`config.mk`:
```
export PLATFORM = sky130hd
export DESIGN_NAME = rau_fifo
export DESIGN_NICKNAME = d
export VERILOG_FILES = /design/src/rtl/rational_arithmetic_unit_macros.svh /design/src/rtl/rau_fifo.sv
export SDC_FILE = /design/constraint.sdc
export NUM_CORES = 1
export LEC_CHECK = 0
export BUFFER_PORTS_ARGS = -buffer_cell sky130_fd_sc_hd__buf_2
export CAP_MARGIN = 20
export CORE_MARGIN = 1.5
export CORE_UTILIZATION = 46
export CTS_BUF_LIST = sky130_fd_sc_hd__clkbuf_8
export CTS_CLUSTER_DIAMETER = 60
export CTS_CLUSTER_SIZE = 12
export DETAILED_ROUTE_END_ITERATION = 8
export PLACE_DENSITY = 0.83
export SYNTH_ARGS = -nofsm -noshare
export SYNTH_HDL_FRONTEND = slang
export SYNTH_SLANG_ARGS = --single-unit
```
`constraint.sdc`:
```
create_clock -name clock -period 1.6 [get_ports clock]
set_clock_uncertainty 0.2 [all_clocks]
set_input_delay 0.32 -clock clock [delete_from_list [all_inputs] [get_ports clock]]
set_output_delay 0.32 -clock clock [all_outputs]
set_load 0.005 [all_outputs]
```
`src/rtl/rational_arithmetic_unit_macros.svh`:
```
// Assertion helpers, sampled on clock and disabled in reset.
`ifndef RATIONAL_ARITHMETIC_UNIT_MACROS_SVH
`define RATIONAL_ARITHMETIC_UNIT_MACROS_SVH

// same-cycle implication
`define RAU_ASSERT_NOW(label, ante, cons) \
   label: assert property (@(posedge clock) disable iff (reset) (ante) |-> (cons)) \
      else $error("assertion failed");

// next-cycle implication
`define RAU_ASSERT_NEXT(label, ante, cons) \
   label: assert property (@(posedge clock) disable iff (reset) (ante) |=> (cons)) \
      else $error("assertion failed");

`endif

```
`src/rtl/rau_fifo.sv`:
```
`timescale 1ns / 1ps
module rau_fifo #(
   parameter int DATA_W = 8,
   parameter int DEPTH  = 2
) (
   input  logic              clock,
   input  logic              reset,
   input  logic              push,
   input  logic [DATA_W-1:0] din,
   output logic              full,
   input  logic              pop,
   output logic [DATA_W-1:0] dout,
   output logic              empty
);
   localparam int PTR_W = (DEPTH > 1) ? $clog2(DEPTH) : 1;
   localparam int CNT_W = $clog2(DEPTH + 1);

   logic [DATA_W-1:0] mem_ff [DEPTH];
   logic [PTR_W-1:0]  wr_ff;
   logic [PTR_W-1:0]  rd_ff;
   logic [CNT_W-1:0]  cnt_ff;
   logic              do_push;
   logic              do_pop;

   assign full    = (cnt_ff == CNT_W'(DEPTH));
   assign empty   = (cnt_ff == '0);
   assign do_push = push && !full;
   assign do_pop  = pop && !empty;
   assign dout    = mem_ff[rd_ff];

   always_ff @(posedge clock) begin
      if (do_push) begin
         mem_ff[wr_ff] <= din;
      end
   end

   always_ff @(posedge clock) begin
      if (reset) begin
         wr_ff  <= '0;
         rd_ff  <= '0;
         cnt_ff <= '0;
      end else begin
         if (do_push) begin
            wr_ff <= (wr_ff == PTR_W'(DEPTH - 1)) ? '0 : wr_ff + PTR_W'(1);
         end
         if (do_pop) begin
            rd_ff <= (rd_ff == PTR_W'(DEPTH - 1)) ? '0 : rd_ff + PTR_W'(1);
         end
         if (do_push && !do_pop) begin
            cnt_ff <= cnt_ff + CNT_W'(1);
         end else if (do_pop && !do_push) begin
            cnt_ff <= cnt_ff - CNT_W'(1);
         end
      end
   end
endmodule

```
==> flow_metrics.env <==
export IMPL_seqCellArea_sq_um=587
export IMPL_clkLatencyLatePin_ns=0.25
export IMPL_setup_viol=8
export IMPL_cts_sinks=21
export IMPL_grt_pass1_vias=518
export IMPL_synth_most_common_cell="edfxtp_1"
export IMPL_rows=14
export IMPL_synthDistinctLibCells=13
export IMPL_ioPinCount=22
export IMPL_io_buffers=21
export IMPL_final_area_sq_um=1140
export IMPL_grtUsageTotal_pct=16.1
export IMPL_violations="setup timing"
export IMPL_max_vdd_ir_drop_mv=0.952
export IMPL_hold_class="primary input to flop"
export IMPL_wl_per_cell_um=14.1
export IMPL_tightestPinTransition_ns=0.181
export IMPL_synthToLayoutAreaGrowth_pct=44.0
export IMPL_crit_required_ns=1.08
export IMPL_synth_common_cells="edfxtp_1 (16), mux2_2 (8), dfxtp_1 (5), nor2_1 (5)"
export IMPL_via_per_inst=5.11
export IMPL_fin_setup_tns_ns=-0.408
export IMPL_synth_area_per_cell_sq_um=15.9
export IMPL_netSwitchingFraction_pct=26.7
export IMPL_ant_nets=0
export IMPL_start_kind="flop"
export IMPL_drt_iter0_markers=2
export IMPL_nNetsFinal=96
export IMPL_slowest_stage="dfxtp_2"
export IMPL_die_area_sq_um=1980
export IMPL_power_frac_seq_pct=42.2
export IMPL_cts_tree="yes"
export IMPL_clock_power_share_pct=18.0
export IMPL_clkTransAtPathRegs_ns=0.07
export IMPL_final_setup_worst_slack_ns=-0.0593
export IMPL_power_total_mw=1.82
export IMPL_crit_fanout=4
export IMPL_fmax_ghz=0.603
export IMPL_remaining_drc_errors=0
export IMPL_multi_input_area_sq_um=246
export IMPL_max_cap_viol_count=0
export IMPL_netlist_instances=50
export IMPL_grt_max_degree=13
export IMPL_p_int_mw=1.33
export IMPL_first_pass_iters=4
export IMPL_gr_total_overflow=0
export IMPL_diodes=0
export IMPL_path_cells="buf_6 > mux2_4 > buf_6"
export IMPL_final_min_clock_period_ns=1.66
export IMPL_ys_flop_type="edfxtp_1"
export IMPL_status="finished with violations"
export IMPL_die_width_um=44.5
export IMPL_critical_path_max_stage_delay_ns=0.35
export IMPL_num_vias=501
export IMPL_antenna_found_initial=0
export IMPL_cts_root_buf="clkbuf_8"
export IMPL_crit_family="flip-flops"
export IMPL_slew_violations=0
export IMPL_synth_top_cells_by_area="edfxtp_1 (61%), dfxtp_1 (13%), mux2_2 (11%), xor2_1 (3.3%), nor2_1 (2.4%)"
export IMPL_p_leak_nw=0.480
export IMPL_final_hold_viol_count=0
export IMPL_synth_edf_count=16
export IMPL_rsz0062_at_grt="true"
export IMPL_fill_cells=117
export IMPL_synth_top_area_cell="edfxtp_1"
export IMPL_final_core_util_pct=73.3
export IMPL_r2r_slack_ns=0.01
export IMPL_switchingPower_uw=486
export IMPL_arrival_ns=1.14
export IMPL_placed_cell_area_sq_um=978
export IMPL_path_buf_inv=2
export IMPL_start_util_pct=50.9
export IMPL_cts_buffers=3
export IMPL_dpl_hpwl_mm=1.04
export IMPL_cp_end_kind="output pin"
export IMPL_slew_headroom_pct=87.9
export IMPL_die_h_um=44.5
export IMPL_clockBufferDepth=2
export IMPL_async_flop_share_pct=0
export IMPL_postSynthNetCount=63
export IMPL_path_class="flop to output pin"
export IMPL_grt_first_pass_wirelength_mm=2.11
export IMPL_core_area_sq_um=1560
export IMPL_combinationalPowerShare_pct=39.8
export IMPL_p_per_area_nw_per_um2=1590
export IMPL_critPathMostFrequentCell="buf_6"
export IMPL_dp_slack_ns=-0.0579
export IMPL_drive_above_1_share_pct=61.0
export IMPL_min_period_over_period_pct=104
export IMPL_cts_hold_buf=0
export IMPL_yosysSeqAreaShare_pct=73.2
export IMPL_finalWirelength_mm=1.39
export IMPL_synth_cell_area_sq_um=793
export IMPL_ys_warn_count=0
export IMPL_yosysTopAreaCellShare_pct=60.6
export IMPL_ys_ff_latch=21
export IMPL_ctsHtreeMaxLevel=1
export IMPL_routabilityCongestion=0.646
[worst register-to-register path, stage by stage (launching register included)]
cell	delay, ns
dfxtp_2	0.35
nor2b_4	0.17
nor2_2	0.05
ha_2	0.18
xor2_1	0.14
or3_1	0.31
a21oi_1	0.12
[flip-flops by register name, summed over array words and instances (netlist names), named ones only]
| register | flops |
|---|---|
| cnt_ff | 2 |
| mem_ff | 16 |
| rd_ff | 1 |
| wr_ff | 1 |
[cells by family (layout without fill, tap and decap cells)]
logic type	count (synthesis)	count (layout)	share of synthesized area, %
compound gates	5	5	3.15
mux	8	8	11.4
buf+inv	3	35	1.58
xor+xnor	3	3	3.31
flops	21	21	73.2
simple gates	9	9	5.84
fa+ha+maj	1	1	1.58
[stage by stage]
stage	instances	hold slack [ns]
finish	98	0.0517
global route	98	0.0425
global placement	92	0.271
CTS	98	0.0445
floorplan	50	0.182
detailed placement	92	0.293
[area by class of cell]
type                       count  area share, %
clock inverter                 1          0.438
multi-input combinational     26           21.6
sequential                    21           51.4
tap                           16           1.75
inverter                       2          0.657
clock buffer                   3           3.61
timing repair buffer          29           20.6
[path summary, 6_finish.rpt]
path,to,depth (start not counted),from
worst max-delay path,dout[6],3,flop
worst min-delay path,mem_ff[1][5],1,din[5]
worst max register to register,cnt_ff[1],6,cnt_ff[1]
worst min register to register,wr_ff,2,wr_ff
[power groups by stage]
stage	combinational (mW)	clock [mW]	sequential, mW
after floorplan	0.293	0	0.753
after global placement	0.503	0	0.753
after detailed placement	0.526	0	0.761
after CTS	0.689	0.341	0.760
after global routing	0.785	0.356	0.776
final	0.724	0.327	0.767
[repair_timing]
action | in CTS | in global routing
setup buffers | 2 | 0
endpoints found under the hold margin | 0 | 0
gates resized for setup | 19 | 6
setup endpoints to repair | 9 | 18
pin swaps | 3 | 0
[routing by layer]
layer  up-vias  wire (um)  share of wire (%)  GRT usage, %
met2        13        833                 60          31.0
met1       242        509                 37          14.2
met3         0         42                3.0          3.67
met5         -          0                  0             0
met4         0          0                  0          10.9
li1        246          -                  -             -
[cell usage in the layout, fill, tap and decap left out, drive strengths merged]
cell type / Yosys / final
buf: 1 / 29
edfxtp: 16 / 16
mux2: 8 / 8
nor2: 5 / 5
dfxtp: 5 / 5
xor2: 3 / 3
clkbuf: 0 / 3
o21ai: 3 / 3
or3: 2 / 2
a21oi: 2 / 2
inv: 2 / 2
nor2b: 1 / 1
and2: 1 / 1
ha: 1 / 1
clkinv: 0 / 1
Power figures use the tool's default switching activity.
