File: config.mk
export PLATFORM = sky130hd
export DESIGN_NAME = rau_front
export DESIGN_NICKNAME = d
export VERILOG_FILES = /design/src/rtl/rational_arithmetic_unit_macros.svh /design/src/rtl/rau_pkg.sv /design/src/rtl/rau_front.sv
export SDC_FILE = /design/constraint.sdc
export NUM_CORES = 1
export LEC_CHECK = 0
export ABC_AREA = 1
export BUFFER_PORTS_ARGS = -buffer_cell sky130_fd_sc_hd__buf_2
export CAP_MARGIN = 10
export CORE_MARGIN = 5
export CORE_UTILIZATION = 42
export DETAILED_ROUTE_END_ITERATION = 8
export GPL_ROUTABILITY_DRIVEN = 0
export PLACE_DENSITY = 0.82
export REMOVE_ABC_BUFFERS = 1
export SYNTH_ARGS = -nofsm -noshare
export SYNTH_HDL_FRONTEND = slang
export SYNTH_SLANG_ARGS = --single-unit
File: constraint.sdc
create_clock -name vclk -period 1.5
set_input_delay 0.15 -clock vclk [all_inputs]
set_output_delay 0.15 -clock vclk [all_outputs]
set_load 0.02 [all_outputs]
File: src/rtl/rational_arithmetic_unit_macros.svh
// Assertion helpers, sampled on clock and disabled in reset.
`ifndef RATIONAL_ARITHMETIC_UNIT_MACROS_SVH
`define RATIONAL_ARITHMETIC_UNIT_MACROS_SVH

// same-cycle implication
`define RAU_ASSERT_NOW(label, ante, cons) \
   label: assert property (@(posedge clock) disable iff (reset) (ante) |-> (cons)) \
      else $error("assertion failed");

// next-cycle implication
`define RAU_ASSERT_NEXT(label, ante, cons) \
   label: assert property (@(posedge clock) disable iff (reset) (ante) |=> (cons)) \
      else $error("assertion failed");

`endif

File: src/rtl/rau_pkg.sv
`timescale 1ns / 1ps
package rau_pkg;

   localparam int RES_NUM_W = 32;
   localparam int RES_DEN_W = 31;

   typedef enum logic [2:0] {
      OP_ADD = 3'd0,
      OP_SUB = 3'd1,
      OP_MUL = 3'd2,
      OP_DIV = 3'd3,
      OP_CMP = 3'd4
   } op_type;

   typedef enum logic [1:0] {
      STAT_OK  = 2'd0,
      STAT_ERR = 2'd1,
      STAT_OVF = 2'd2
   } status_type;

   typedef enum logic [1:0] {
      ORD_LT = 2'd0,
      ORD_EQ = 2'd1,
      ORD_GT = 2'd2
   } order_type;

   typedef struct packed {
      op_type op;
      logic   err;
      logic   sa;
      logic   sb;
   } rau_ctrl_type;

   typedef struct packed {
      logic [RES_NUM_W-1:0] res_num;
      logic [RES_DEN_W-1:0] res_den;
      order_type            order;
      status_type           status;
   } rau_result_type;

endpackage

File: src/rtl/rau_front.sv
`timescale 1ns / 1ps
module rau_front #(
   parameter int W = 32
) (
   input  logic [2:0]            req_func,
   input  logic [31:0]           req_a_num,
   input  logic [31:0]           req_a_den,
   input  logic [31:0]           req_b_num,
   input  logic [31:0]           req_b_den,
   output rau_pkg::rau_ctrl_type ctrl,
   output logic [4*W-1:0]        mags
);
   import rau_pkg::*;

   logic [W-1:0] ma, da, mb, db;
   logic         n_an, n_ad, n_bn, n_bd;
   logic         bad_func;

   function automatic logic [W-1:0] mag_of(input logic [W-1:0] v);
      return v[W-1] ? (~v) + W'(1) : v;
   endfunction

   always_comb begin
      n_an = req_a_num[W-1];
      n_ad = req_a_den[W-1];
      n_bn = req_b_num[W-1];
      n_bd = req_b_den[W-1];
      ma   = mag_of(req_a_num[W-1:0]);
      da   = mag_of(req_a_den[W-1:0]);
      mb   = mag_of(req_b_num[W-1:0]);
      db   = mag_of(req_b_den[W-1:0]);
      bad_func = (req_func > 3'(OP_CMP));
      ctrl.op  = bad_func ? OP_ADD : op_type'(req_func);
      ctrl.sa  = n_an ^ n_ad;
      ctrl.sb  = n_bn ^ n_bd;
      ctrl.err = bad_func || (da == '0) || (db == '0)
                 || ((req_func == 3'(OP_DIV)) && (mb == '0));
      mags = {ma, da, mb, db};
   end
endmodule

==> results of run 1 <==
-- timing repair --
action                     CTS
resized for setup          388
setup endpoints to repair   90
setup buffers               55
cloned                       1
hold buffers                 0
pin swaps                  137
-- metrics by stage --
step	std cells	setup TNS, ps
after floorplan	928	-2189
after global placement	1594	-14960
after CTS	1635	-10370
after detailed placement	1594	-20000
-- Yosys cell counts --
library cell  count
a21oi_1           6
a31oi_1           1
and2_1            2
and3_1            1
buf_1             1
buf_2             9
buf_4             7
clkbuf_1          2
ha_1              4
inv_1           133
inv_2             4
nand2_1         330
nand2_2           7
nand2_4           1
nand3_1          89
nand3_2           1
nand3b_1          5
nand4_1          23
nor2_1          180
nor2_2           11
nor2_4            3
nor3_1           10
nor3_2            3
nor4_1            6
o211ai_1          4
o21a_1            1
o21ai_0          27
o21ai_1          12
o21ai_2           2
o21ai_4           1
o21bai_1          4
o31ai_1           1
or2_2             1
or4_1             1
xnor2_1          23
xor2_1           31
-- cells by family after synthesis --
| group | after synthesis |
|---|---|
| AOI/OAI and AO/OA | 59 |
| xor gates and xnor gates | 54 |
| adders and majority gates | 4 |
| buffers and inverters | 156 |
| and+or+nand+nor | 674 |
==> flow_summary.toml, run 1 <==
[synth]
yosysTopAreaCellShare = 0.2851
synth-compound-area-share = 0.07832
synthMuxAreaShare = 0
synth-xor-area-share = 0.1088
synthCells = 947
yosysSeqAreaShare = 0
synthAdderAreaFrac = 0.01152
yosysTopAreaCell = "nand2_1"
synth_simple_gate_area_frac = 0.6579
synth_cell_types = 36
yosysWarnings = 0
synth_top_family_by_area = "simple AND/OR/NAND/NOR gates"
syn_avg_cell_area_um2 = 4.589
syn-cell-area_um2 = 4345
synth_area_leaders = "nand2_1 (29%), nor2_1 (16%), inv_1 (11%)"

[placement]
dp_slack_ps = -669.0
placed_area_um2 = 7735
dp_hpwl_mm = 18.14
portBuffers = 265

[run_status]
lastStage = "5_1_grt"
firstError = "[ERROR DPL-0038] Utilization greater than 100%, impossible to legalize"
outcome = "did not finish"

[grt]
grt_max_degree = 27

[floorplan]
rows = 37
die_h_um = 111.7
die_width_um = 111.7
start_util = 0.4267
io_pins = 265

[sta]
endpoint_type = "primary output"
crit_endpoint = "ctrl[2]"
==> run 2: changes to the inputs <==
- CORE_UTILIZATION: 42 -> 30
- PLACE_DENSITY: 0.82 -> default
- PLACE_DENSITY_LB_ADDON: default -> 0.15
- clock period: 1.5 -> 1.95 ns (I/O delays scaled with it)
==> run 2 against run 1 <==
Net effect:
- the flow now finishes, with violations (setup timing)
- area after synthesis is the same
- synthesized cell count stayed put
==> flow_summary.toml, run 2 <==
[synth]
synth-xor-area-share = 0.1088
yosysTopAreaCellShare = 0.2851
yosysSeqAreaShare = 0
yosysWarnings = 0
synth_commonest_cells = "nand2_1 (330), nor2_1 (180), inv_1 (133)"
synth_top_family_by_area = "simple AND/OR/NAND/NOR gates"
yosysTopAreaCell = "nand2_1"
synth_area_leaders = "nand2_1 (29%), nor2_1 (16%), inv_1 (11%)"
synth_cell_types = 36
synthMuxAreaShare = 0
synthAdderAreaFrac = 0.01152
synth-compound-area-share = 0.07832
synthCells = 947
synth_simple_gate_area_frac = 0.6579
syn-cell-area_um2 = 4345
yosysMostFrequentCell = "nand2_1"
syn_avg_cell_area_um2 = 4.589

[critical_path]
cp.required_ps = 1750
crit_fanout = 5
crit_arrival_ps = 1840
cp-end-kind = "primary output"
critPathLaunchType = "input pin"
critPathKind = "input pin to primary output"

[sta]
slew_headroom = 0.6815
final_hold_viol_count = 0
max_clock_freq_mhz = 490.8
worst_pin_slew_ps = 477.2
fin_tns_setup_ps = -256.6
fin_crit_ps = 2037
setup_viol = 5
setup_slack_ps = -87.45
grt_setup_unrepaired = "true"
drv_slew = 0
final.period_utilization = 1.045

[routing]
dr_total_vias = 7694
ant_nets = 0
drt_wl_total_mm = 21.14
vias_per_cell = 4.741
firstDrtPassIters = 5
drt-wirelength-per-cell_um = 13.03
drtIter0Drc = 341
drcViolationCount = 0

[min_path]
hold_class = "input pin to primary output"

[final_layout]
fill_cells = 1465
multi_input_area_um2 = 4512
syn_to_final_growth_pct = 100.6
layout_common_cells = "nand2_1 (284), buf_4 (243), buf_2 (233)"
antennaDiodeCount = 0
seq_cell_count = 0
layout.area.seq_um2 = 0
fin_nets = 1576
drive_above_1_share = 0.4990
n_clock_buffer = 0
finalNonFillerCells = 1623
final_core_util = 0.6066
final_common_cell = "nand2_1"

[grt]
antenna_found_initial = 0
grt_pass1_vias = 6873
grtUsageTotal = 0.2166
grt_pass1_wl_mm = 31.06
overflow = 0
grt_max_degree = 25

[placement]
dp_hpwl_mm = 16.95
portBuffers = 265
dp.cells = 1582

[run_status]
violations = "setup timing"
outcome = "finished, violations left"

[floorplan]
rows = 44
dieArea_um2 = 16990
die_width_um = 130.4
floorplan.core_area_um2 = 14370
io_pins = 265
die_h_um = 130.4
start_util = 0.3024

[power_and_ir_drop]
p_leak_nw = 4.791
powerDensity_nw_per_um2 = 252.6
ir_drop_uv = 141.8

[flow_run]
drv_cap = 0
[run 2: area by class of cell]
| type | count | share of cell area |
|---|---|---|
| multi-input combinational | 791 | 0.5177 |
| timing repair buffer | 511 | 0.3938 |
| tap | 184 | 0.02641 |
| inverter | 137 | 0.06216 |
[run 2: where the power goes]
| part | internal [mW] | switching (mW) | total [mW] |
|---|---|---|---|
| sequential | 0 | 0 | 0 |
| combinational | 0.960 | 1.24 | 2.20 |
| clock | 0 | 0 | 0 |
[run 2: worst paths after layout]
check	from	to	slack [ps]	cells after the start
setup / recovery	req_a_den[6]	ctrl[2]	-90	18
hold / removal	req_b_num[0]	mags[32]	620	2
[run 2: kinds of logic (layout without fill, tap and decap cells)]
family,count (synthesis),count (layout)
adders and majority gates,4,4
and+or+nand+nor,674,674
AOI/OAI and AO/OA,59,59
buffers and inverters,156,648
xor gates and xnor gates,54,54
[run 2: per-stage QoR]
| step | hold slack (ps) | setup WS [ps] | total power [mW] | area (µm²) |
|---|---|---|---|---|
| floorplan | 390.0 | -28.84 | 0.9033 | 4237 |
| global placement | 626.5 | -340.5 | 1.899 | 7370 |
| detailed placement | 627.0 | -421.1 | 1.907 | 7370 |
| CTS | 633.4 | -103.9 | 2.051 | 8049 |
| global route | 629.3 | -232.1 | 2.382 | 8716 |
| finish | 622.6 | -87.45 | 2.202 | 8716 |
[run 2: timing repair]
| action | CTS | global route |
|---|---|---|
| cloned | 0 | 1 |
| hold buffers | 0 | 0 |
| buffers inserted | 30 | 11 |
| pin swaps | 66 | 90 |
| setup endpoints to repair | 16 | 27 |
| resized for setup | 125 | 180 |
[run 2: layer usage]
metal	up-vias	global-route usage	routed length [µm]
met4	0	0.02722	334
met3	30	0.01842	1291
met2	240	0.4034	10710
met5	-	0	0
li1	3942	-	-
met1	3482	0.2782	8804
[run 2: worst max-delay path, cell delays in order]
cell	delay [ps]
buf_2	150
nor2_4	100
nand2_2	70
nor2_4	180
nand2_1	90
nand2_2	80
buf_6	120
nand2_2	50
nand2_2	60
nand2_2	50
nor2_1	80
nand2_1	70
nor2_2	120
nand3_1	90
nand2_1	90
inv_2	60
nand3_2	70
buf_6	110
Note: power is estimated with default switching activity, not from simulation.
